$ cat config.mk
export PLATFORM = sky130hd
export DESIGN_NAME = lvnf_front
export DESIGN_NICKNAME = d
export VERILOG_FILES = /design/src/rtl/lvnf_pkg.sv /design/src/rtl/lvnf_front.sv
export SDC_FILE = /design/constraint.sdc
export NUM_CORES = 1
export LEC_CHECK = 0
export ABC_AREA = 0
export BUFFER_PORTS_ARGS = -buffer_cell sky130_fd_sc_hd__buf_2
export CELL_PAD_IN_SITES_DETAIL_PLACEMENT = 1
export CELL_PAD_IN_SITES_GLOBAL_PLACEMENT = 2
export CORE_UTILIZATION = 30
export DETAILED_ROUTE_END_ITERATION = 16
export PLACE_DENSITY_LB_ADDON = 0.1
export REMOVE_ABC_BUFFERS = 1
export SLEW_MARGIN = 0
export SYNTH_ARGS = -nofsm -noshare
export SYNTH_HDL_FRONTEND = slang
export SYNTH_SLANG_ARGS = --single-unit
export TNS_END_PERCENT = 1
$ cat constraint.sdc
create_clock -name clk -period 3 [get_ports clk]
set_input_delay 0.15 -clock clk [delete_from_list [all_inputs] [get_ports clk]]
set_output_delay 0.15 -clock clk [all_outputs]
set_load 0.01 [all_outputs]
$ cat src/rtl/lvnf_pkg.sv
package lvnf_pkg;

    localparam int PIXEL_BITS = 16;
    localparam int WORD_W     = PIXEL_BITS + 1;
    localparam int MAX_X_DEF  = 256;
    localparam int MAX_Y_DEF  = 256;

    localparam int SIZE_XY_W  = 9;
    localparam int SIZE_Z_W   = 16;
    localparam int CFG_IDX_W  = 2;
    localparam int CFG_DATA_W = 16;

    localparam logic [SIZE_XY_W-1:0]  SIZE_X_RST = SIZE_XY_W'(256);
    localparam logic [SIZE_XY_W-1:0]  SIZE_Y_RST = SIZE_XY_W'(256);
    localparam logic [SIZE_Z_W-1:0]   SIZE_Z_RST = SIZE_Z_W'(256);
    localparam logic [PIXEL_BITS-1:0] CUTOFF_RST = PIXEL_BITS'(100);

    localparam logic [CFG_IDX_W-1:0] REG_SIZE_X = 2'd0;
    localparam logic [CFG_IDX_W-1:0] REG_SIZE_Y = 2'd1;
    localparam logic [CFG_IDX_W-1:0] REG_SIZE_Z = 2'd2;
    localparam logic [CFG_IDX_W-1:0] REG_CUTOFF = 2'd3;

    localparam logic REQ_VOXEL = 1'b0;
    localparam logic REQ_DRAIN = 1'b1;

    // Rounded mean of six: floor((sum + 3) * DIV6_MULT / 2^DIV6_SHIFT), exact below 2^19.
    localparam int SUM_W      = PIXEL_BITS + 3;
    localparam int DIV6_SHIFT = 21;
    localparam logic [SUM_W-1:0] DIV6_MULT = SUM_W'(349526);
    localparam logic [SUM_W-1:0] ROUND_ADD = SUM_W'(3);

    typedef struct packed {
        logic                  req_type;
        logic [PIXEL_BITS-1:0] voxel_in;
        logic                  mask_in;
    } item_t;

    typedef struct packed {
        logic [PIXEL_BITS-1:0] voxel_out;
        logic                  was_replaced;
        logic                  last_voxel;
    } result_t;

    typedef struct packed {
        logic              emit;
        logic [WORD_W-1:0] word;
    } qword_t;

    typedef struct packed {
        logic       full;
        logic       empty;
        logic [1:0] count;
    } qstat_t;

endpackage

$ cat src/rtl/lvnf_front.sv
module lvnf_front
    import lvnf_pkg::*;
#(
    parameter int XW = 9,
    parameter int YW = 9
)
(
    input  logic                clk,
    input  logic                rst_n,
    input  logic                clear,
    input  logic [XW-1:0]       size_x,
    input  logic [YW-1:0]       size_y,
    input  logic [SIZE_Z_W-1:0] size_z,
    input  logic                item_valid,
    input  item_t               item,
    output logic                item_stall,
    input  qstat_t              qstat,
    output logic                push,
    output qword_t              push_data
);

    logic [XW-1:0]       ix_reg, ix_next;
    logic [YW-1:0]       iy_reg, iy_next;
    logic [SIZE_Z_W-1:0] iz_reg, iz_next;
    logic                accept;
    logic                is_voxel;
    logic                full;
    logic                row_end;
    logic                plane_end;

    assign item_stall = qstat.full;
    assign accept     = item_valid && !qstat.full;
    assign is_voxel   = (item.req_type == REQ_VOXEL);
    assign full       = (iz_reg == size_z);
    assign row_end    = (ix_reg == size_x - XW'(1));
    assign plane_end  = row_end && (iy_reg == size_y - YW'(1));

    // Voxels enter until the volume is in; drain ticks count out the last plane.
    assign push = accept && (is_voxel ? !full : full);

    assign push_data.emit = is_voxel ? (iz_reg != '0) : 1'b1;
    assign push_data.word = is_voxel ? {item.mask_in, item.voxel_in} : '0;

    always_comb
    begin
        ix_next = ix_reg;
        iy_next = iy_reg;
        iz_next = iz_reg;
        if (clear)
        begin
            ix_next = '0;
            iy_next = '0;
            iz_next = '0;
        end
        else if (push)
        begin
            ix_next = row_end ? '0 : ix_reg + XW'(1);
            if (row_end)
            begin
                iy_next = plane_end ? '0 : iy_reg + YW'(1);
            end
            if (plane_end)
            begin
                iz_next = is_voxel ? iz_reg + SIZE_Z_W'(1) : '0;
            end
        end
    end

    always_ff @(posedge clk or negedge rst_n)
    begin
        if (!rst_n)
        begin
            ix_reg <= '0;
            iy_reg <= '0;
            iz_reg <= '0;
        end
        else
        begin
            ix_reg <= ix_next;
            iy_reg <= iy_next;
            iz_reg <= iz_next;
        end
    end

endmodule

# Yosys cells after proc, flatten, opt, wreduce, memory -nomap -nowiden
# Index checks and enable logic that the tools add are counted.
totals:
  reg_bits: 34
  inputBits: 60
  output_inout_bits: 20
classes:
  add_sub_neg: 5
  n_eq_ne: 3
  muxes: 14
  reduce_logical: 11
op_table:
  columns: ["op", "count"]
  rows:
  - ["$mux W16", 4]
  - ["$mux W9", 7]
  - ["$add A9 B1 Y9 const B", 2]
  - ["$eq A9 B9 Y1", 2]
  - ["$sub A9 B1 Y9 const B", 2]
  - ["$mux W17", 1]
  - ["$add A16 B1 Y16 const B", 1]
  - ["$eq A16 B16 Y1", 1]
  - ["$reduce_bool A16 Y1", 1]
  - ["$reduce_bool A2 Y1", 3]
  - ["$reduce_and A2 Y1", 2]
  - ["$logic_and A1 B1 Y1", 3]
  - ["$logic_not A1 Y1", 2]
  - ["$mux W1", 2]

# Depth between registers and ports, before layout
# Gate-level depths: netlist of run 1.
logic_depth:
  depth_word: 7
  ltp_mapped: 12

# Least setup slack after synthesis of run 1
# No wires, ideal clock.
synth_path:
  kind: "register to register"
  start: "register iz_reg[5]"
  end: "register iz_reg[4]"
  arrival_time_ns: 2.534
  t_required_ns: 2.864
  setup_slack_ns: 0.330
  stages_incl_launch_ff: 11
  period_less_slack_ns: 2.670
  path_cell_list: "dfrtp_1 clkbuf_1 xnor2_1 nand4_1 nor4_1 mux2i_1 o2111ai_1 clkbuf_1 buf_1 o31ai_1 o41ai_2"
synth_between:
  elab_chain_cells: 6
synth_lines:
  columns: ["item", "line_no", "rtl"]
  rows:
  - ["from (decl)", "lvnf_front.sv:24", "logic [SIZE_Z_W-1:0] iz_reg, iz_next;"]
  - ["from (signal assigned)", "lvnf_front.sv:81", "iz_reg <= iz_next;"]
  - ["$eq A16 B16 Y1 (*)", "lvnf_front.sv:34", "assign full = (iz_reg == size_z);"]
  - ["$logic_not A1 Y1", "lvnf_front.sv:39", "assign push = accept && (is_voxel ? !full : full);"]
  - ["$mux W1 (*)", "lvnf_front.sv:39", null]
  - ["$logic_and A1 B1 Y1 (*)", "lvnf_front.sv:39", null]
  - ["via push", "lvnf_front.sv:18", "output logic push,"]
  - ["$reduce_bool A2 Y1 (no line) (*)", null, null]
  - ["$reduce_and A2 Y1 (no line) (*)", null, null]
# Mark *: on every way through the listed nets, which the timed path passes. The rest lies on a longest branch.
# A chain may end at the register's enable or synchronous reset.

# Worst setup path after layout of run 1
layout_path:
  start: "register iz_reg[10]"
  end: "register iz_reg[4]"
layout_between:
  elab_chain_cells: 6
layout_lines:
  columns: ["item", "line_no"]
  rows:
  - ["$eq A16 B16 Y1 (*)", "lvnf_front.sv:34"]
  - ["$logic_not A1 Y1", "lvnf_front.sv:39"]
  - ["$mux W1 (*)", "lvnf_front.sv:39"]
  - ["$logic_and A1 B1 Y1 (*)", "lvnf_front.sv:39"]
  - ["$reduce_bool A2 Y1 (no line) (*)", null]
  - ["$reduce_and A2 Y1 (no line) (*)", null]
# Every way passes the cells marked *; elsewhere a longest branch is shown, timed or not.

==> results.cfg, run 1 <==
[run_status]
status = finished with violations
violations = negative hold slack

[cts]
clk_path_buf_depth = 2
cts_resized = 0
holdBufCountCts = 0
clk_latency_ns = 0.29
cts_setup_buffers = 0
clk_pin_slew_worst_paths_ns = 0.07
cts_htree_levels = 2
clock_sinks = 34
cts_made_buffers = 5
clockRootBuffer = clkbuf_8
cts_tree = yes

[place]
dp_slack_ns = 0.1035
gp_congestion = 0.7035
dp_hpwl_mm = 6.538
port_buffers = 76

[power]
total_leakage_power_uw = 0.001433
internal_power_uw = 1008
switching_share_pct = 37.95
clkPwrFrac_pct = 22.4
pwr-share-seq_pct = 41.6
ir_worst_vdd_uv = 196.3
p_switching_uw = 616.6
comb_power_share_pct = 36.0
p_per_area_mw_per_mm2 = 467.2

[floorplan]
core-area_mm2 = 0.009196
die_w_um = 99.17
placementRows = 35
pin_count = 80
die_h_um = 99.17
start_util_pct = 30.80
die-area_mm2 = 0.009835

[final_layout]
drive_above_1_share_pct = 27.76
nets = 490
diodes = 0
final_cell_mix = buf_2 (76), xnor2_1 (34), dfrtp_1 (34), inv_1 (27), o21ai_0 (24)
largest_reg_flops = 16
nFillCells = 1147
area_growth_pct = 22.75
layout_commonest_cell = buf_2

[route]
vias_per_cell = 5.304
firstDrtPassIters = 4
num_vias = 2843
routed_wl_mm = 8.551
antenna_left = 0
drt-initial-drc-count = 73
route.detailed.drc = 0
wl_per_cell_um = 15.95

[yosys]
synthDistinctLibCells = 52
synth_seq_cells = 34
syn_inst = 347
synth_top_flop_cell = dfrtp_1
synth_edf_count = 0
synth_top_area_share_pct = 30.04
synth-seq-area-share_pct = 30.04
synth_warnings = 0
synthArstFlopShare_pct = 100.0
synthesis.area_mm2 = 0.002833
synth_top_cell_by_area = dfrtp_1
synth.area.top_cells = dfrtp_1 (30%), xnor2_1 (11%), o21ai_0 (4.2%), nor2b_1 (4.0%), inv_1 (3.6%)
avgSynthCellArea_um2 = 8.163

[global_route]
grt_pass1_vias = 2797
grt-ovfl-total = 0
grt_max_degree = 35
grt_pass1_wl_mm = 13.97
track_usage_pct = 17.90
antenna_found_initial = 0

[worst_setup_path]
crit_path_cell_trace = xnor2_1 > nand4_1 > nor4_1 > mux2i_1 > o2111ai_2 > or3_1 > buf_4 > o41ai_2
path_max_fanout = 15
path_buf_inv = 1
cp-end-kind = flip-flop
crit_arrival_ns = 2.93
criticalPathCategory = flip-flop to flip-flop
cp-start-kind = flip-flop
critPathTopFamily = simple AND/OR/NAND/NOR gates
critPathSlowestCell = nor4_1
crit_path_max_incr_delay_ns = 0.50
required_ns = 3.18

[worst_hold_path]
hold_class = primary input to asynchronous set/reset pin

[sta]
fmax_mhz = 363.6
setup_viol = 0
tightest_slew_ns = 0.8406
drv_slew = 0
rsz0062_at_grt = no
hold_slack_ns = -0.04051
setup_ws_ns = 0.2497
skew_ns = 0.005291
min_period_ns = 2.750
final.setup.tns_ns = 0
fin_crit_sh_pct = 91.68
final-hold-violation-count = 34
max-slew-margin-rel_pct = 43.96

[run]
max_cap_violations = 0
-- final timing paths --
check | startpoint | end | slack (ns) | depth (start not counted)
worst max-delay path | iz_reg[10] | iz_reg[4] | 0.25 | 8
worst min-delay path | rst_n | iz_reg[11] | -0.04 | 1
worst max register to register | iz_reg[10] | iz_reg[4] | 0.25 | 8
worst min register to register | ix_reg[8] | ix_reg[8] | 0.56 | 2
max in group asynchronous | rst_n | iz_reg[3] | 2.50 | 1
min in group clk | clear | ix_reg[8] | 0.49 | 4
-- Yosys cell counts (3+ instances only) --
cell type	instances
dfrtp_1	34
xnor2_1	34
inv_1	27
o21ai_0	24
clkbuf_1	18
nor2b_1	18
nand3_1	17
nor2_1	15
a21oi_1	14
nand2_1	10
o31ai_1	10
nor3_1	9
o32ai_1	9
a31oi_1	8
and3_1	8
nand4_1	8
nor4_1	7
o22ai_1	7
xor2_1	7
ha_1	6
a21oi_2	5
nand3b_1	5
or3_1	5
a22o_1	3
nand2b_1	3
or2_2	3
-- worst reg2reg max path, cell delays in order (launching register included) --
cell and delay [ns]:
dfrtp_1 0.45, xnor2_1 0.20, nand4_1 0.11, nor4_1 0.50
mux2i_1 0.34, o2111ai_2 0.16, or3_1 0.38, buf_4 0.22
o41ai_2 0.30
-- power by group through the flow --
| stage | combinational (µW) | sequential [µW] | clock (µW) |
|---|---|---|---|
| 2_1_floorplan | 388 | 652 | 0 |
| 3_3_place_gp | 573 | 685 | 0 |
| 5_1_grt | 661 | 698 | 396 |
| 6_report | 584 | 676 | 364 |
| 4_1_cts | 595 | 678 | 381 |
| 3_5_place_dp | 593 | 688 | 0 |
-- stage by stage --
stage          total power, µW  cells  util, %  area (µm²)
2_1_floorplan             1040    322        -        2718
3_3_place_gp              1258    528    36.82        3386
3_5_place_dp              1281    528    36.82        3386
4_1_cts                   1654    536    37.81        3477
5_1_grt                   1754    536    37.81        3477
6_report                  1625    536    37.81        3477
-- routing by layer --
| metal | wire [µm] | global-route usage, % |
|---|---|---|
| met5 | 0 | 0 |
| met4 | 54 | 3.394 |
| met3 | 233 | 1.968 |
| met2 | 4339 | 31.79 |
| met1 | 3923 | 23.68 |
-- final cells by class --
cell class	count	area, µm²	share of cell area, %
clock buffer	7	86.33	2.483
clock inverter	1	5.005	0.1439
inverter	27	101.3	2.915
multi-input combinational	261	1772	50.95
sequential	34	850.8	24.47
tap	111	138.9	3.994
timing repair buffer	95	523.0	15.04
-- logic make-up after synthesis --
logic type	synth area share, %
muxes	1.104
buffers and inverters	7.641
adders and majority gates	2.650
and+or+nand+nor	23.28
DFF	30.04
xor gates and xnor gates	12.68
AOI/OAI and AO/OA	22.62
No activity file was read; power rests on OpenSTA's default activity.
==> run 2, diff against run 1 <==
--- a/config.mk
+++ b/config.mk
@@ -6,11 +6,11 @@
 export NUM_CORES = 1
 export LEC_CHECK = 0
 export ABC_AREA = 0
-export BUFFER_PORTS_ARGS = -buffer_cell sky130_fd_sc_hd__buf_2
 export CELL_PAD_IN_SITES_DETAIL_PLACEMENT = 1
 export CELL_PAD_IN_SITES_GLOBAL_PLACEMENT = 2
-export CORE_UTILIZATION = 30
+export CORE_UTILIZATION = 36
 export DETAILED_ROUTE_END_ITERATION = 16
+export DONT_BUFFER_PORTS = 1
 export PLACE_DENSITY_LB_ADDON = 0.1
 export REMOVE_ABC_BUFFERS = 1
 export SLEW_MARGIN = 0
==> run 2 against run 1 <==
Effect of this change: setup slack better by 0.090 ns; sequential power rose by 1%; global-route usage rose by 1.4 points; highest routed layer unchanged; the flow now finishes without violations; fmax is 3.4% higher; count of clock-buffer cells in the layout is the same.
==> results.cfg, run 2 (synthesized netlist as in run 1, its figures left out) <==
[route]
wl_per_cell_um = 17.35
antenna_left = 0
routed_wl_mm = 7.704
num_vias = 2562
route.detailed.drc = 0
vias_per_cell = 5.770
drt-initial-drc-count = 59
firstDrtPassIters = 4

[power]
p_per_area_mw_per_mm2 = 501.1
pwr-share-seq_pct = 44.5
clkPwrFrac_pct = 23.7
comb_power_share_pct = 31.8
switching_share_pct = 37.24
p_switching_uw = 572.4
internal_power_uw = 964.5
ir_worst_vdd_uv = 202.6
total_leakage_power_uw = 0.001101

[run_status]
status = complete, no violations

[place]
dp_hpwl_mm = 5.666
gp_congestion = 0.7728
port_buffers = 0
dp_slack_ns = 0.2618

[worst_setup_path]
criticalPathCategory = flip-flop to flip-flop
path_buf_inv = 1
crit_path_cell_trace = xnor2_1 > nand4_1 > nor4_1 > mux2i_1 > o2111ai_2 > or3_1 > buf_4 > o41ai_2
path_max_fanout = 15
critPathSlowestCell = dfrtp_1
cp-start-kind = flip-flop
crit_arrival_ns = 2.85
critPathTopFamily = simple AND/OR/NAND/NOR gates
cp-end-kind = flip-flop
crit_path_max_incr_delay_ns = 0.45
required_ns = 3.19

[floorplan]
placementRows = 31
core-area_mm2 = 0.007447
die_w_um = 90.71
pin_count = 80
die-area_mm2 = 0.008227
start_util_pct = 38.04
die_h_um = 90.71

[sta]
max-slew-margin-rel_pct = 63.74
tightest_slew_ns = 0.5419
setup_ws_ns = 0.3397
skew_ns = 0.006812
fmax_mhz = 375.9
min_period_ns = 2.660
drv_slew = 0
rsz0062_at_grt = no
fin_crit_sh_pct = 88.68
final-hold-violation-count = 0
setup_viol = 0

[final_layout]
nets = 410
final_cell_mix = xnor2_1 (34), dfrtp_1 (34), inv_1 (27), o21ai_0 (24), nor2b_1 (18)
largest_reg_flops = 16
fin_util_pct = 41.18
drive_above_1_share_pct = 10.72
diodes = 0
area_growth_pct = 8.260

[global_route]
grt-ovfl-total = 0
antenna_found_initial = 0
track_usage_pct = 19.33
grt_max_degree = 35
grt_pass1_wl_mm = 12.92
grt_pass1_vias = 2640

[cts]
clockRootBuffer = clkbuf_8
cts_resized = 0
clk_path_buf_depth = 2
cts_made_buffers = 5
clock_sinks = 34
cts_tree = yes
cts_setup_buffers = 0
clk_latency_ns = 0.29
clk_pin_slew_worst_paths_ns = 0.07
cts_htree_levels = 2

[run]
max_cap_violations = 0

[worst_hold_path]
hold_class = primary input to flip-flop
==> run 2: cell types whose count changed in the layout (fill, tap and decap cells not counted) <==
cell | previous run | this run
dlygate4sd3_1 | 0 | 1
buf_12 | 0 | 1
buf_4 | 19 | 13
buf_2 | 76 | 0
==> run 2: cell type report <==
type                            count  area [µm²]
Fill cell                         914        4380
Multi-Input combinational cell    261        1772
Sequential cell                    34       850.8
Timing Repair Buffer               15       127.6
Tap cell                           99       123.9
Inverter                           27       101.3
Clock buffer                        7       86.33
Clock inverter                      1       5.005
==> run 2: routing by layer <==
metal | part of all wire, % | wire (µm) | up-vias | GRT usage (%)
met5 | 0 | 0 | - | 0
met4 | 0.57 | 44 | 0 | 4.435
met3 | 3.8 | 295 | 4 | 3.199
met2 | 49 | 3777 | 61 | 32.83
met1 | 47 | 3586 | 1250 | 25.49
li1 | - | - | 1247 | -
==> run 2: power by group through the flow <==
stage	registers, µW	logic, µW	clock network, µW
finish	684	488	364
global route	705	561	396
CTS	684	499	377
detailed placement	694	482	0
global placement	690	470	0
floorplan	652	388	0
==> run 2: worst paths after layout <==
check,slack [ns],end,depth (start not counted),start
max,0.34,iz_reg[4],8,iz_reg[10]
min,0.24,ix_reg[8],3,clear
max reg2reg,0.34,iz_reg[4],8,iz_reg[10]
min reg2reg,0.57,iy_reg[8],2,iy_reg[8]
max in group asynchronous,2.50,iz_reg[10],2,rst_n
min in group asynchronous,0.30,iz_reg[0],2,rst_n
==> run 2: through the flow <==
step	power (µW)	instance area (µm²)	hold slack, ns	cells	setup TNS, ns
2_1_floorplan	1040	2718	-0.1456	322	-3.994
3_3_place_gp	1160	2945	-0.1447	434	0
3_5_place_dp	1176	2945	-0.1446	434	0
4_1_cts	1560	3067	0.2317	444	0
5_1_grt	1662	3067	0.2697	444	0
6_report	1537	3067	0.2417	444	0
==> run 2: worst reg2reg max path: stages (launching register included) <==
cell	delay, ns
dfrtp_1	0.45
xnor2_1	0.21
nand4_1	0.11
nor4_1	0.36
mux2i_1	0.40
o2111ai_2	0.17
or3_1	0.37
buf_4	0.22
o41ai_2	0.28
==> run 2: timing repair <==
| item | CTS | global route |
|---|---|---|
| setup endpoints to repair | 0 | 0 |
| endpoints found under the hold margin | 34 | 0 |
| hold buffers | 2 | 0 |
==> run 3, diff against run 2 <==
--- a/config.mk
+++ b/config.mk
@@ -11,8 +11,7 @@
 export CORE_UTILIZATION = 36
 export DETAILED_ROUTE_END_ITERATION = 16
 export DONT_BUFFER_PORTS = 1
-export PLACE_DENSITY_LB_ADDON = 0.1
-export REMOVE_ABC_BUFFERS = 1
+export PLACE_DENSITY = 0.82
 export SLEW_MARGIN = 0
 export SYNTH_ARGS = -nofsm -noshare
 export SYNTH_HDL_FRONTEND = slang
==> run 3 against run 2 <==
Effect of this change: clock power down 9.6%; design area down 1.1%; via count down 0.51%; count of clock-buffer cells in the layout down 2; power down 1.6%; largest power group unchanged; cell count down 1.4%; non-clock buffer count down 5.
==> results.cfg, run 3 (synthesized netlist as in run 1, its figures left out) <==
[run_status]
status = complete, no violations

[route]
num_vias = 2549
wl_per_cell_um = 17.78
routed_wl_mm = 7.789
antenna_left = 0
vias_per_cell = 5.820
drt-initial-drc-count = 72
firstDrtPassIters = 4
route.detailed.drc = 0

[place]
port_buffers = 0
dp_hpwl_mm = 5.646
gp_congestion = 0.7393
dpl.cell_count = 429

[global_route]
grt-ovfl-total = 0
grt_pass1_vias = 2669
antenna_found_initial = 0
grt_pass1_wl_mm = 12.78
track_usage_pct = 19.17
grt_max_degree = 35

[sta]
final.setup.tns_ns = 0
fin_crit_sh_pct = 90.62
final-hold-violation-count = 0
max-slew-margin-rel_pct = 64.21
min_period_ns = 2.719
fmax_mhz = 367.8
skew_ns = 0.008731
setup_viol = 0
drv_slew = 0
tightest_slew_ns = 0.5313
rsz0062_at_grt = no

[worst_setup_path]
cp-start-kind = flip-flop
cp-end-kind = flip-flop
crit_arrival_ns = 2.91
criticalPathCategory = flip-flop to flip-flop
path_max_fanout = 15
required_ns = 3.19

[power]
clkPwrFrac_pct = 21.8
pwr-share-seq_pct = 45.7
ir_worst_vdd_uv = 242.1
p_switching_uw = 580.4
switching_share_pct = 38.36
comb_power_share_pct = 32.6
total_leakage_power_uw = 0.001077
p_per_area_mw_per_mm2 = 499.1
internal_power_uw = 932.5

[floorplan]
start_util_pct = 38.04
placementRows = 31
die_h_um = 90.71
die_w_um = 90.71
die-area_mm2 = 0.008227
pin_count = 80
core-area_mm2 = 0.007447

[cts]
clk_latency_ns = 0.29
clockRootBuffer = clkbuf_8
clk_path_buf_depth = 2
clk_pin_slew_worst_paths_ns = 0.08
cts_made_buffers = 5
cts_tree = yes
cts_htree_levels = 2
clock_sinks = 34

[final_layout]
largest_reg_flops = 16
nets = 405
finalNonFillerCells = 438
diodes = 0
area_growth_pct = 7.023
nFillCells = 918
final_cell_mix = xnor2_1 (34), dfrtp_1 (34), inv_1 (27), o21ai_0 (24), nor2b_1 (18)
fin_util_pct = 40.71
drive_above_1_share_pct = 9.735

[run]
max_cap_violations = 0

[yosys]
synth_nets = 413

[worst_hold_path]
hold_class = primary input to flip-flop
## run 3: stage by stage
step	hold WS [ns]	area, µm²	setup WS [ns]	total power, µW
2_1_floorplan	-0.1456	2833	0.3298	1062
3_3_place_gp	-0.1446	2920	0.2705	1152
3_5_place_dp	-0.1448	2920	0.2252	1179
4_1_cts	0.2059	3029	0.1943	1533
5_1_grt	0.2470	3032	0.04553	1624
6_report	0.2172	3032	0.2814	1513
## run 3: timing repair
action,4_1_cts,5_1_grt
gates resized for setup,0,1
hold buffers,2,0
endpoints found under the setup margin,0,4
buffers inserted,0,0
endpoints found under the hold margin,34,0
## run 3: layout make-up
| class | instances | area, µm² | area share (%) |
|---|---|---|---|
| well taps | 99 | 123.9 | 4.086 |
| clock inverters | 2 | 10.01 | 0.3302 |
| repair buffers | 10 | 102.6 | 3.384 |
| clock buffers | 5 | 68.82 | 2.270 |
| flip-flops and latches | 34 | 850.8 | 28.06 |
| inverters | 27 | 101.3 | 3.343 |
| multi-input cells | 261 | 1774 | 58.52 |
## run 3: power by group through the flow
stage	registers [µW]	clock network [µW]	logic (µW)
after floorplan	635	0	427
after detailed placement	698	0	480
after CTS	690	343	501
final	691	329	493
after global routing	709	359	556
after global placement	692	0	461
## run 3: routing by layer
layer / track usage, % / wire length (µm) / vias up
met1: 24.93 / 3721 / 1249
met4: 4.973 / 76 / 0
li1: - / - / 1237
met2: 32.26 / 3722 / 55
met3: 3.788 / 269 / 8
met5: 0 / 0 / -
## run 3: final timing paths
check | startpoint | end | slack, ns | cells after the start
max | iz_reg[0] | iz_reg[4] | 0.28 | 9
min in group asynchronous | rst_n | iz_reg[0] | 0.30 | 2
min | clear | ix_reg[8] | 0.22 | 3
max in group asynchronous | rst_n | ix_reg[7] | 2.51 | 2
max reg2reg | iz_reg[0] | iz_reg[4] | 0.28 | 9
min reg2reg | iy_reg[8] | iy_reg[8] | 0.56 | 2
## run 3: critical path, cell delays in order (launching register included)
cell and delay [ns]:
dfrtp_1 0.46, xnor2_1 0.19, nand4_1 0.15, nor4_1 0.32, buf_4 0.19, mux2i_1 0.27, o2111ai_2 0.15, or3_1 0.44
buf_12 0.18, o41ai_2 0.26
