==> config.mk <==
export PLATFORM = sky130hd
export DESIGN_NAME = lvnf_queue
export DESIGN_NICKNAME = d
export VERILOG_FILES = /design/src/rtl/lvnf_pkg.sv /design/src/rtl/lvnf_queue.sv
export SDC_FILE = /design/constraint.sdc
export NUM_CORES = 1
export LEC_CHECK = 0
export BUFFER_PORTS_ARGS = -buffer_cell sky130_fd_sc_hd__buf_2
export CAP_MARGIN = 30
export CELL_PAD_IN_SITES_DETAIL_PLACEMENT = 2
export CELL_PAD_IN_SITES_GLOBAL_PLACEMENT = 2
export CORE_MARGIN = 2
export CORE_UTILIZATION = 39
export CTS_CLUSTER_DIAMETER = 30
export DETAILED_ROUTE_END_ITERATION = 8
export PLACE_DENSITY_LB_ADDON = 0.1
export SLEW_MARGIN = 15
export SYNTH_ARGS = -nofsm -noshare
export SYNTH_HDL_FRONTEND = slang
export SYNTH_SLANG_ARGS = --single-unit
==> constraint.sdc <==
create_clock -name clk -period 3.8 [get_ports clk]
set_input_delay 0.76 -clock clk [delete_from_list [all_inputs] [get_ports clk]]
set_output_delay 0.76 -clock clk [all_outputs]
set_load 0.005 [all_outputs]
==> src/rtl/lvnf_pkg.sv <==
package lvnf_pkg;

    localparam int PIXEL_BITS = 16;
    localparam int WORD_W     = PIXEL_BITS + 1;
    localparam int MAX_X_DEF  = 256;
    localparam int MAX_Y_DEF  = 256;

    localparam int SIZE_XY_W  = 9;
    localparam int SIZE_Z_W   = 16;
    localparam int CFG_IDX_W  = 2;
    localparam int CFG_DATA_W = 16;

    localparam logic [SIZE_XY_W-1:0]  SIZE_X_RST = SIZE_XY_W'(256);
    localparam logic [SIZE_XY_W-1:0]  SIZE_Y_RST = SIZE_XY_W'(256);
    localparam logic [SIZE_Z_W-1:0]   SIZE_Z_RST = SIZE_Z_W'(256);
    localparam logic [PIXEL_BITS-1:0] CUTOFF_RST = PIXEL_BITS'(100);

    localparam logic [CFG_IDX_W-1:0] REG_SIZE_X = 2'd0;
    localparam logic [CFG_IDX_W-1:0] REG_SIZE_Y = 2'd1;
    localparam logic [CFG_IDX_W-1:0] REG_SIZE_Z = 2'd2;
    localparam logic [CFG_IDX_W-1:0] REG_CUTOFF = 2'd3;

    localparam logic REQ_VOXEL = 1'b0;
    localparam logic REQ_DRAIN = 1'b1;

    // Rounded mean of six: floor((sum + 3) * DIV6_MULT / 2^DIV6_SHIFT), exact below 2^19.
    localparam int SUM_W      = PIXEL_BITS + 3;
    localparam int DIV6_SHIFT = 21;
    localparam logic [SUM_W-1:0] DIV6_MULT = SUM_W'(349526);
    localparam logic [SUM_W-1:0] ROUND_ADD = SUM_W'(3);

    typedef struct packed {
        logic                  req_type;
        logic [PIXEL_BITS-1:0] voxel_in;
        logic                  mask_in;
    } item_t;

    typedef struct packed {
        logic [PIXEL_BITS-1:0] voxel_out;
        logic                  was_replaced;
        logic                  last_voxel;
    } result_t;

    typedef struct packed {
        logic              emit;
        logic [WORD_W-1:0] word;
    } qword_t;

    typedef struct packed {
        logic       full;
        logic       empty;
        logic [1:0] count;
    } qstat_t;

endpackage

==> src/rtl/lvnf_queue.sv <==
module lvnf_queue
    import lvnf_pkg::*;
(
    input  logic   clk,
    input  logic   rst_n,
    input  logic   push,
    input  qword_t push_data,
    input  logic   pop,
    output qword_t pop_data,
    output qstat_t stat
);

    qword_t     ent_reg [2];
    logic       rd_ptr_reg;
    logic       rd_ptr_next;
    logic       wr_ptr_reg;
    logic       wr_ptr_next;
    logic [1:0] count_reg;
    logic [1:0] count_next;

    always_comb
    begin
        rd_ptr_next = pop  ? ~rd_ptr_reg : rd_ptr_reg;
        wr_ptr_next = push ? ~wr_ptr_reg : wr_ptr_reg;
        count_next  = count_reg;
        if (push && !pop)
        begin
            count_next = count_reg + 2'd1;
        end
        else if (pop && !push)
        begin
            count_next = count_reg - 2'd1;
        end
    end

    always_ff @(posedge clk or negedge rst_n)
    begin
        if (!rst_n)
        begin
            rd_ptr_reg <= 1'b0;
            wr_ptr_reg <= 1'b0;
            count_reg  <= 2'd0;
        end
        else
        begin
            rd_ptr_reg <= rd_ptr_next;
            wr_ptr_reg <= wr_ptr_next;
            count_reg  <= count_next;
        end
    end

    always_ff @(posedge clk)
    begin
        if (push)
        begin
            ent_reg[wr_ptr_reg] <= push_data;
        end
    end

    assign pop_data   = ent_reg[rd_ptr_reg];
    assign stat.full  = (count_reg == 2'd2);
    assign stat.empty = (count_reg == 2'd0);
    assign stat.count = count_reg;

endmodule

=== After elaboration in Yosys (flattened, before gate mapping) ===
Memories as Yosys holds them, arrays and structs flattened.
Index checks and enable logic that the tools add are counted.
Widths: inputs -> output; s select.

* Flip-flop bits (word level): 4
* Memory bits (writable): 36
* Input port bits: 22
* Output and inout bits: 22
* Word-level logic and storage cells: 19
* Memories kept: 1

{| class="wikitable"
|+ Memories
! memory !! words !! width !! read ports !! clocked after Yosys merged registers in !! wr ports !! line !! source
|-
| ent_reg || 2 || 18 || 1 || 0 || 1 || lvnf_queue.sv:13 || <nowiki>qword_t ent_reg [2];</nowiki>
|}

* $add $sub $neg: 2
* Eq/ne operators: 1
* Mux-type cells: 4
* Bitwise logic cells: 2
* Reduce and logical (&&, ||, !) cells: 6

{| class="wikitable"
|+ Operators by type and width
! operator !! count
|-
| $mux 2 || 2
|-
| $add 2x1->2 const B || 1
|-
| $eq 2x2->1 const B || 1
|-
| $logic_and 1x1->1 || 2
|-
| $logic_not 1->1 || 2
|-
| $logic_not 2->1 || 1
|-
| $mux 1 || 2
|-
| $not 1->1 || 2
|-
| $reduce_bool 2->1 || 1
|-
| $sub 2x1->2 const B || 1
|}

=== Depth between registers and ports, before layout ===
Gate-level depths: netlist (run 1).

* Depth after elaboration: 4
* Depth in mapped cells: 5
* Gate-level depth less buffers: 5

=== Worst setup path before layout (run 1) ===
Ideal clock, no wire load.

* Path type: input -> register
* Start point: in push
* End point: mem ent_reg[0][0] (netlist name) (enable)
* Setup time: 0.395 ns
* Data arrival time: 1.610 ns
* Data required time: 3.405 ns
* Path slack: 1.796 ns
* Stages: 1
* Buffers on the path: 0
* Cells stage by stage: nor2b_1

* Cells in the longest elaborated chain, start to end: 2

{| class="wikitable"
|+ Ends and longest elaborated chain
! item !! line !! source
|-
| from (decl) || lvnf_queue.sv:6 || <nowiki>input logic push,</nowiki>
|-
| $mux 1 || lvnf_queue.sv:54 || <nowiki>if (push)</nowiki>
|-
| $mux 1 (not written as such) || lvnf_queue.sv:56 || <nowiki>ent_reg[wr_ptr_reg] <= push_data;</nowiki>
|-
| to (decl) || lvnf_queue.sv:13 ||
|}

No other way between the ends.

==> PnR_summary.wiki, run 1 <==
{| class="wikitable"
! Metric !! Value
|-
| Share of post-route cells with drive strength above 1 || 0.5738
|-
| Post-placement worst setup slack || 1503 ps
|-
| Post-Synthesis Cells || 72
|-
| Adder-cell share of the synthesized area || 0.008150
|-
| Top flip-flop cell by instance count after synthesis || sky130_fd_sc_hd__edfxtp_1
|-
| Parity-gate share of the synthesized area counting xor and xnor cells || 0.02852
|-
| Startpoint-to-endpoint class of the critical path || flip-flop to primary output
|-
| Power dissipated by switching net loads || 0.3586 mW
|-
| Area delta synth->final || 22.17%
|-
| Number of enable-type register cells in the synthesized netlist || 36
|-
| Setup ws final || 1251 ps
|-
| Sum of negative setup slack || 0 ps
|-
| Fraction of the mapped netlist area in simple logic gates || 0.01711
|-
| Logic depth of the worst register-to-register path || 1
|-
| RSZ-0062 raised after global routing || no
|-
| Detailed-router iteration count before antenna repair || 2
|-
| Buffer levels on the longest clock path || 2
|-
| Post-synthesis register bit count || 40
|-
| Die extent in y || 66.74 um
|-
| Worst Clk Skew || 4.432 ps
|-
| First-pass GRT wire length || 4602 um
|-
| Portion of total power attributed to sequential cells || 0.525
|-
| Hold Slack || 273.9 ps
|-
| Required arrival time at the worst endpoint || 3040 ps
|-
| Cell count after placement || 161
|-
| Number of placement rows || 22
|-
| Clk sink count || 40
|-
| CP Data Arrival Time || 1790 ps
|-
| Multiplexer fraction of the synthesized cell area || 0.1540
|-
| Worst reg2reg endpoint || ent_reg[1][6]
|-
| Clock latency on the worst-skew pair || 280 ps
|-
| Post-synth top area cell || sky130_fd_sc_hd__edfxtp_1
|-
| Post-route total power || 1.287 mW
|-
| Minimum period implied by the final worst setup slack || 2549 ps
|-
| Most frequent cells after synthesis || sky130_fd_sc_hd__edfxtp_1 (36), sky130_fd_sc_hd__mux2_2 (9), sky130_fd_sc_hd__mux2_4 (9)
|-
| Share of total power in combinational logic || 0.272
|-
| Source of the worst register-to-register timing path || wr_ptr_reg
|-
| Largest cells by area after synthesis || sky130_fd_sc_hd__edfxtp_1 (70%), sky130_fd_sc_hd__mux2_4 (8.8%), sky130_fd_sc_hd__mux2_2 (6.6%)
|-
| Startpoint type of the worst setup path || flip-flop
|-
| Syn Nets || 95
|-
| Maximum number of pins on one net before global-route repair || 20
|-
| # hold bufs at CTS || 0
|-
| Main combinational cell family by area after synthesis || multiplexers
|-
| Leakage power summed over all cells || 0.7616 nW
|-
| Count leader, synth || sky130_fd_sc_hd__edfxtp_1
|-
| Switching power share of the total || 0.2786
|-
| Initial core utilization || 0.4131
|-
| Final global-route overflow total || 0
|-
| MaxCap Viol Count || 0
|-
| Final non-filler cell area || 0.001876 mm^2
|-
| Number of synthesis warnings || 0
|-
| Number of I/O pins || 44
|-
| Number of slew-limit violations in the final report || 0
|-
| Via count of the first global-routing pass || 891
|-
| FILL cells || 350
|-
| Fraction of post-synthesis cell area in the top cell type by area || 0.7042
|-
| Worst setup EP type || primary output
|-
| PortBufs || 43
|-
| Post-synthesis cell type count || 13
|-
| Mapped Area || 0.001535 mm^2
|-
| Total Routing Usage GR || 0.1498
|-
| Post-Place Cell Area || 0.001782 mm^2
|-
| Die Width || 66.74 um
|-
| Pwr Density || 686.4 mW/mm^2
|-
| Placeable core region || 0.003716 mm^2
|-
| Post-synthesis average cell area || 21.32 um^2
|-
| Non-filler cells in the finished layout || 170
|-
| Sequential share of the synthesized area || 0.7694
|-
| Inserted Clock Buffers || 5
|-
| Part of the total power dissipated in the clock network || 0.202
|-
| Slew headroom || 0.3874
|-
| Detailed Route WL || 2855 um
|-
| Worst VDD drop || 0.2991 mV
|-
| Buffer cell driving the clock tree root || sky130_fd_sc_hd__clkbuf_8
|-
| Fraction of registers with async set/reset || 0.1000
|-
| Post-Route Utilization || 0.5047
|-
| Number of hold violations in the final report || 0
|-
| Final setup viols || 0
|-
| Flip-flop count of the largest register, all copies and words added || 36
|-
| Run status || finished clean
|-
| ANT nets after route || 0
|-
| Weighted congestion reported at the end of routability-driven placement || 0.6286
|-
| End point of the critical path || pop_data[15]
|-
| Clock transition at the registers of the reported paths || 70 ps
|-
| Detailed-route via count || 808
|-
| Antenna diode count || 0
|-
| Post-CTS setup buffers || 0
|-
| Cells along the critical path || mux2_2, buf_2
|-
| Deepest level of the CTS H-tree || 2
|-
| Tcrit/Tclk final || 0.6708
|-
| TritonCTS clock tree || yes
|-
| Wire length per cell || 16.79 um
|-
| DPL Wire Length || 2048 um
|-
| Compound-Gate Fraction of Synth Area || 0
|-
| Type of the tightest min-delay check || primary input to asynchronous set/reset pin
|-
| Largest stage delay on the critical path || 950 ps
|-
| Maximum fanout along the worst path || 19
|-
| Antenna violations before repair || 0
|-
| Cell at the slowest stage of the critical path || sky130_fd_sc_hd__dfrtp_1
|-
| Register-to-Register Setup Slack || 2330 ps
|-
| Start point of the critical path || rd_ptr_reg
|-
| Vias per Instance || 4.753
|-
| Worst slew pin tran || 918.8 ps
|-
| Int Pwr || 0.9287 mW
|-
| Post_cts resized || 0
|-
| Total Nets Final || 144
|-
| DRC marker count from the first detailed-route iteration || 35
|-
| Area of the die || 0.004454 mm^2
|-
| DRC || 0
|-
| F_max || 392.3 MHz
|}
## cell type report
| cell class | instances | area, um^2 | share of cell area |
|---|---|---|---|
| clock buffers | 5 | 68.82 | 0.03669 |
| clock inverters | 3 | 13.76 | 0.007338 |
| inverters | 1 | 3.754 | 0.002001 |
| multi-input cells | 29 | 321.6 | 0.1714 |
| flip-flops and latches | 40 | 1181 | 0.6298 |
| well taps | 48 | 60.06 | 0.03202 |
| repair buffers | 44 | 226.5 | 0.1207 |
## worst min-delay path by stage
stage | cells after the start | start | end
6_report | 1 | rst_n | count_reg[1]
5_1_grt | 1 | rst_n | count_reg[1]
4_1_cts | 1 | rst_n | count_reg[1]
3_5_place_dp | 1 | wr_ptr_reg | wr_ptr_reg
3_3_place_gp | 1 | wr_ptr_reg | wr_ptr_reg
2_1_floorplan | 1 | wr_ptr_reg | wr_ptr_reg
## kinds of logic (layout without fill, tap and decap cells)
group	Yosys count	after routing
DFF	40	40
muxes	18	18
xor gates and xnor gates	5	5
and+or+nand+nor	5	5
buffers and inverters	3	53
adders and majority gates	1	1
## worst max-delay path: cells and delay by family, from the launching register on
kind                   cells  cell delay, ps
flip-flops                 1             950
multiplexers               1             430
buffers and inverters      1             130
## power groups by stage
stage	clock network [mW]	logic (mW)	registers [mW]
after floorplan	0	0.274	0.630
after global placement	0	0.340	0.679
after detailed placement	0	0.353	0.691
after CTS	0.270	0.355	0.683
after global routing	0.291	0.384	0.694
final	0.261	0.350	0.676
## routing by layer
layer  wire [um]  up-vias  global-route usage
met1        1093      408              0.1588
met4          44        0             0.06122
met3         133        6             0.04730
li1            -      367                   -
met2        1584       27              0.2725
met5           0        -                   0
## layout by cell type (no fill, tap or decap)
cell                       netlist  layout
sky130_fd_sc_hd__inv_1           1       1
sky130_fd_sc_hd__edfxtp_1       36      36
sky130_fd_sc_hd__clkinv_2        0       2
sky130_fd_sc_hd__and2_1          1       1
sky130_fd_sc_hd__nor2_1          2       2
sky130_fd_sc_hd__nor2b_2         0       1
sky130_fd_sc_hd__xor2_1          4       4
sky130_fd_sc_hd__xnor2_1         1       1
sky130_fd_sc_hd__clkinv_1        0       1
sky130_fd_sc_hd__dfrtp_1         4       4
sky130_fd_sc_hd__mux2_4          9       9
sky130_fd_sc_hd__ha_1            1       1
sky130_fd_sc_hd__mux2_2          9       9
sky130_fd_sc_hd__buf_6           1       1
sky130_fd_sc_hd__buf_2           0      43
sky130_fd_sc_hd__nor2b_1         2       1
sky130_fd_sc_hd__clkbuf_8        0       5
No activity file was read; power rests on OpenSTA's default activity.
==> run 2, diff against run 1 <==
- CORE_UTILIZATION: 39 -> 33
- clock period: 3.8 -> 2.25 ns (I/O delays scaled with it)
==> run 2 against run 1 <==
  * Power grew 71%
  * Global-route usage fell by 3.0 points
  * Clock-buffer cell count increased by 1
  * Flip-flop and latch count did not move
  * Hold slack better by 78 ps
  * Core utilization shrank 7.2 points
  * Combinational power grew 100%
  * Critical endpoint is now pop_data[2]
==> PnR_summary.wiki, run 2 (synthesis results as in run 1) <==
{| class="wikitable"
! Metric !! Value
|-
| Vias per Instance || 4.601
|-
| Total Nets Final || 149
|-
| Antenna violations before repair || 0
|-
| Number of cells on the critical path || 3
|-
| Worst slew pin tran || 416.9 ps
|-
| FILL cells || 442
|-
| Number of placement rows || 24
|-
| Post-placement worst setup slack || 665.2 ps
|-
| First-pass GRT wire length || 4588 um
|-
| Clock latency on the worst-skew pair || 280 ps
|-
| Inserted Clock Buffers || 5
|-
| Top metal layer carrying routed signals || met4
|-
| Part of the total power dissipated in the clock network || 0.199
|-
| DR WL met3 || 160 um
|-
| Via count of the first global-routing pass || 971
|-
| Total Routing Usage GR || 0.1202
|-
| Portion of total power attributed to sequential cells || 0.483
|-
| Flip-flop count of the largest register, all copies and words added || 36
|-
| Clock transition at the registers of the reported paths || 70 ps
|-
| Power dissipated by switching net loads || 0.6079 mW
|-
| DRC || 0
|-
| Die extent in y || 72.21 um
|-
| Clk sink count || 40
|-
| MaxCap Viol Count || 0
|-
| Maximum fanout along the worst path || 11
|-
| Most common library cell in the layout ignoring fill and taps || sky130_fd_sc_hd__buf_2
|-
| Number of slew-limit violations in the final report || 0
|-
| Number of hold violations in the final report || 0
|-
| Int Pwr || 1.595 mW
|-
| Initial core utilization || 0.3478
|-
| Sum of negative setup slack || 0 ps
|-
| ANT nets after route || 0
|-
| End point of the critical path || pop_data[2]
|-
| Number of I/O pins || 44
|-
| Worst Clk Skew || 2.209 ps
|-
| DRC marker count from the first detailed-route iteration || 14
|-
| Worst reg2reg endpoint || ent_reg[1][1]
|-
| CP Data Arrival Time || 1340 ps
|-
| Met2 routed wirelength || 1505 um
|-
| Logic depth of the worst register-to-register path || 2
|-
| Tcrit/Tclk final || 0.7973
|-
| Buf+Inv Stages, Crit Path || 2
|-
| Largest stage delay on the critical path || 360 ps
|-
| Maximum number of pins on one net before global-route repair || 12
|-
| Die Width || 72.21 um
|-
| F_max || 557.4 MHz
|-
| Setup ws final || 456.0 ps
|-
| Run status || finished clean
|-
| Wire length per cell || 16.13 um
|-
| Cell type group with the largest total delay on the critical path || flip-flops
|-
| Minimum period implied by the final worst setup slack || 1794 ps
|-
| Start point of the critical path || rd_ptr_reg
|-
| Antenna diode count || 0
|-
| Worst setup EP type || primary output
|-
| PortBufs || 43
|-
| Final setup viols || 0
|-
| Startpoint type of the worst setup path || flip-flop
|-
| Pwr Density || 1152 mW/mm^2
|-
| Worst VDD drop || 0.4219 mV
|-
| Leakage power summed over all cells || 0.7804 nW
|-
| Post-CTS setup buffers || 0
|-
| Detailed-route via count || 819
|-
| Register-to-Register Setup Slack || 880 ps
|-
| Required arrival time at the worst endpoint || 1800 ps
|-
| Share of total power in combinational logic || 0.318
|-
| DPL Wire Length || 2152 um
|-
| Cell at the slowest stage of the critical path || sky130_fd_sc_hd__dfrtp_1
|-
| # hold bufs at CTS || 1
|-
| Post_cts resized || 0
|-
| Detailed-router iteration count before antenna repair || 3
|-
| Weighted congestion reported at the end of routability-driven placement || 0.6066
|-
| Startpoint-to-endpoint class of the critical path || flip-flop to primary output
|-
| Post-route met1 wirelength || 1150 um
|-
| Area delta synth->final || 24.53%
|-
| Slew headroom || 0.7221
|-
| Buffer cell driving the clock tree root || sky130_fd_sc_hd__clkbuf_8
|-
| Placeable core region || 0.004414 mm^2
|-
| TritonCTS clock tree || yes
|-
| Detailed Route WL || 2871 um
|-
| Deepest level of the CTS H-tree || 2
|-
| Area of the die || 0.005214 mm^2
|-
| Source of the worst register-to-register timing path || wr_ptr_reg
|-
| Final global-route overflow total || 0
|-
| Most used cells in the layout excluding fill and tap cells || sky130_fd_sc_hd__buf_2 (43), sky130_fd_sc_hd__edfxtp_1 (36), sky130_fd_sc_hd__mux2_4 (9), sky130_fd_sc_hd__mux2_2 (9)
|-
| RSZ-0062 raised after global routing || no
|-
| Buffer levels on the longest clock path || 2
|-
| Cells along the critical path || buf_4, mux2_2, buf_2
|-
| Share of post-route cells with drive strength above 1 || 0.5794
|-
| Switching power share of the total || 0.2759
|-
| Type of the tightest min-delay check || primary input to flip-flop
|}
run 2: cell count changes in the layout (fill, tap and decap cells not counted):
cell / delta
sky130_fd_sc_hd__dlygate4sd3_1: +1
sky130_fd_sc_hd__clkinv_2: -1
sky130_fd_sc_hd__clkinv_1: -1
sky130_fd_sc_hd__buf_6: -1
sky130_fd_sc_hd__buf_4: +5
sky130_fd_sc_hd__clkbuf_1: +1
run 2: how the worst min path moves through the flow:
stage,slack [ps],cells after the start,start,to
2_1_floorplan,150,0,rst_n,count_reg[0]
3_3_place_gp,270,1,rst_n,count_reg[0]
3_5_place_dp,260,1,rst_n,count_reg[0]
4_1_cts,350,1,push_data[17],ent_reg[1][17]
5_1_grt,340,1,push_data[17],ent_reg[0][17]
6_report,350,1,push_data[15],ent_reg[0][15]
run 2: stage by stage:
step / area [um^2] / total power [mW] / util / cells / hold slack (ps)
floorplan: 1535 / 1.527 / - / 72 / 154.4
global route: 1912 / 2.336 / 0.4331 / 178 / 341.1
detailed placement: 1824 / 1.806 / 0.4133 / 170 / 263.1
finish: 1912 / 2.203 / 0.4331 / 178 / 352.1
global placement: 1824 / 1.770 / 0.4133 / 170 / 265.1
CTS: 1912 / 2.251 / 0.4331 / 178 / 345.8
run 2: power by group through the flow:
stage	clock (mW)	combinational [mW]	sequential (mW)
final	0.439	0.700	1.06
after global routing	0.478	0.774	1.08
after CTS	0.457	0.725	1.07
after detailed placement	0	0.722	1.08
after global placement	0	0.701	1.07
after floorplan	0	0.463	1.06
run 2: cell type report:
| class | instances | area (um^2) | area share |
|---|---|---|---|
| sequential | 40 | 1181 | 0.6178 |
| multi-input combinational | 29 | 321.6 | 0.1682 |
| timing repair buffer | 49 | 262.8 | 0.1374 |
| clock buffer | 6 | 72.57 | 0.03796 |
| tap | 52 | 65.06 | 0.03403 |
| clock inverter | 1 | 5.005 | 0.002618 |
| inverter | 1 | 3.754 | 0.001963 |
run 2: per-layer routing:
layer,up-vias,GRT usage
met1,410,0.1327
li1,375,-
met4,0,0.05660
met2,27,0.2080
met3,7,0.04028
met5,-,0
==> run 3, diff against run 2 <==
- CORE_UTILIZATION: 33 -> 36
- clock period: 2.25 -> 1.7 ns (I/O delays scaled with it)
==> run 3 against run 2 <==
  * Register-to-register slack worse by 270 ps
  * First-iteration DRC count rose to 3.9 times the previous value
  * Clock skew about the same
  * Critical path depth unchanged
  * Core utilization up 8.5 points
  * Clock power up 30%
  * Global-route usage up 1.8 points
  * Combinational power up 91%
  * Power up 52%
  * Cell area up 10%
  * Die area down 7.9%
  * Wire length up 7.0%
  * Largest cell class unchanged
  * Largest power group unchanged
==> PnR_summary.wiki, run 3 (synthesis results as in run 1) <==
{| class="wikitable"
! Metric !! Value
|-
| Worst setup EP type || primary output
|-
| Total Nets Final || 152
|-
| Share of post-route cells with drive strength above 1 || 0.5846
|-
| Number of hold violations in the final report || 0
|-
| Number of slew-limit violations in the final report || 0
|-
| Required arrival time at the worst endpoint || 1360 ps
|-
| Initial core utilization || 0.3784
|-
| Antenna violations before repair || 0
|-
| Die extent in y || 69.31 um
|-
| Wire length per cell || 17.06 um
|-
| Worst VDD drop || 0.7582 mV
|-
| Non-filler cells in the finished layout || 180
|-
| Detailed-route via count || 815
|-
| Worst Clk Skew || 2.264 ps
|-
| Startpoint-to-endpoint class of the critical path || flip-flop to primary output
|-
| Maximum fanout along the worst path || 7
|-
| Minimum period implied by the final worst setup slack || 1688 ps
|-
| Final global-route overflow total || 0
|-
| Slew headroom || 0.8676
|-
| Hold Slack || 248.5 ps
|-
| PortBufs || 43
|-
| Register-to-Register Setup Slack || 610 ps
|-
| Tcrit/Tclk final || 0.9928
|-
| Worst reg2reg endpoint || ent_reg[0][11]
|-
| Cells along the critical path || clkbuf_16, mux2_4, buf_6
|-
| Deepest level of the CTS H-tree || 2
|-
| Pwr Density || 1594 mW/mm^2
|-
| CP Data Arrival Time || 1350 ps
|-
| Cells on Worst Hold Path || 1
|-
| Portion of total power attributed to sequential cells || 0.429
|-
| Cell type group with the largest total delay on the critical path || flip-flops
|-
| Part of the total power dissipated in the clock network || 0.171
|-
| Worst slew pin tran || 198.6 ps
|-
| TritonCTS clock tree || yes
|-
| DRC marker count from the first detailed-route iteration || 55
|-
| Detailed-router iteration count before antenna repair || 3
|-
| Startpoint type of the worst setup path || flip-flop
|-
| Top metal layer carrying routed signals || met4
|-
| Number of placement rows || 23
|-
| Int Pwr || 2.462 mW
|-
| Vias per Instance || 4.528
|-
| Leakage power summed over all cells || 0.8788 nW
|-
| DPL Wire Length || 2262 um
|-
| Final setup viols || 0
|-
| Placeable core region || 0.004058 mm^2
|-
| Cell at the slowest stage of the critical path || sky130_fd_sc_hd__dfrtp_2
|-
| Antenna diode count || 0
|-
| First-pass GRT wire length || 4926 um
|-
| RSZ-0062 raised after global routing || yes
|-
| Flip-flop count of the largest register, all copies and words added || 36
|-
| Clk sink count || 40
|-
| Area delta synth->final || 37.00%
|-
| Area of the die || 0.004803 mm^2
|-
| Weighted congestion reported at the end of routability-driven placement || 0.6202
|-
| Run status || finished clean
|-
| Largest stage delay on the critical path || 460 ps
|-
| Type of the tightest min-delay check || primary input to flip-flop
|-
| Cell count after placement || 169
|-
| Buffer levels on the longest clock path || 2
|-
| Hold path endpoint || ent_reg[1][16]
|-
| Die Width || 69.31 um
|-
| Buffer cell driving the clock tree root || sky130_fd_sc_hd__clkbuf_8
|-
| F_max || 592.5 MHz
|-
| DR WL met3 || 104 um
|-
| Total Routing Usage GR || 0.1386
|-
| Source of the worst register-to-register timing path || wr_ptr_reg
|-
| Switching power share of the total || 0.2654
|-
| Number of I/O pins || 44
|-
| Most used cells in the layout excluding fill and tap cells || sky130_fd_sc_hd__edfxtp_1 (36), sky130_fd_sc_hd__buf_2 (27), sky130_fd_sc_hd__mux2_4 (18), sky130_fd_sc_hd__buf_6 (17)
|-
| Inserted Clock Buffers || 5
|-
| Buf+Inv Stages, Crit Path || 2
|-
| DRC || 0
|-
| Via count of the first global-routing pass || 936
|-
| MaxCap Viol Count || 0
|-
| Clock latency on the worst-skew pair || 280 ps
|-
| ANT nets after route || 0
|-
| Power dissipated by switching net loads || 0.8897 mW
|-
| Share of total power in combinational logic || 0.400
|-
| Met2 routed wirelength || 1699 um
|-
| Maximum number of pins on one net before global-route repair || 12
|-
| Most common library cell in the layout ignoring fill and taps || sky130_fd_sc_hd__edfxtp_1
|-
| Logic depth of the worst register-to-register path || 2
|-
| Detailed Route WL || 3071 um
|-
| Post-route met1 wirelength || 1226 um
|-
| Worst Hold Launch || push_data[16]
|-
| Clock transition at the registers of the reported paths || 70 ps
|}
## run 3: how the worst max path moves through the flow
stage / start / end / slack (ps) / depth (start not counted)
after floorplan: wr_ptr_reg / ent_reg[0][0] / 80 / 1
after global placement: rd_ptr_reg / pop_data[4] / 350 / 3
after detailed placement: rd_ptr_reg / pop_data[1] / 300 / 3
after CTS: rd_ptr_reg / pop_data[0] / -20 / 3
after global routing: rd_ptr_reg / pop_data[8] / -30 / 3
final: rd_ptr_reg / pop_data[8] / 10 / 3
## run 3: metrics by stage
stage / worst slack, ps / cell area [um^2] / TNS [ps] / power, mW / utilization
floorplan: 78.79 / 1535 / 0 / 2.021 / -
global placement: 351.8 / 1842 / 0 / 2.383 / 0.4539
detailed placement: 303.8 / 1842 / 0 / 2.433 / 0.4539
CTS: -15.60 / 1971 / -62.15 / 3.126 / 0.4857
global route: -31.46 / 2103 / -259.9 / 3.540 / 0.5183
finish: 12.30 / 2103 / 0 / 3.352 / 0.5183
## run 3: final cells by class
class                   instances  area (um^2)
fillers                       365         1954
flip-flops and latches         40         1182
repair buffers                 52        419.2
multi-input cells              29        355.3
clock buffers                   7        76.32
well taps                      50        62.56
clock inverters                 1        3.754
inverters                       1        3.754
## run 3: repair_timing
action	4_1_cts	5_1_grt
endpoints found under the hold margin	4	0
hold buffers	1	0
endpoints found under the setup margin	6	18
gates cloned	1	0
gates resized for setup	4	25
buffers inserted	0	1
## run 3: metal layers
metal | vias to the layer above | GRT usage
li1 | 384 | -
met1 | 400 | 0.1539
met2 | 26 | 0.2468
met3 | 5 | 0.04360
met4 | 0 | 0.05229
met5 | - | 0
## run 3: power groups by stage
stage / clock network [mW] / logic (mW) / registers [mW]
5_1_grt: 0.635 / 1.44 / 1.47
3_3_place_gp: 0 / 0.961 / 1.42
4_1_cts: 0.599 / 1.08 / 1.45
6_report: 0.572 / 1.34 / 1.44
2_1_floorplan: 0 / 0.613 / 1.41
3_5_place_dp: 0 / 0.987 / 1.45
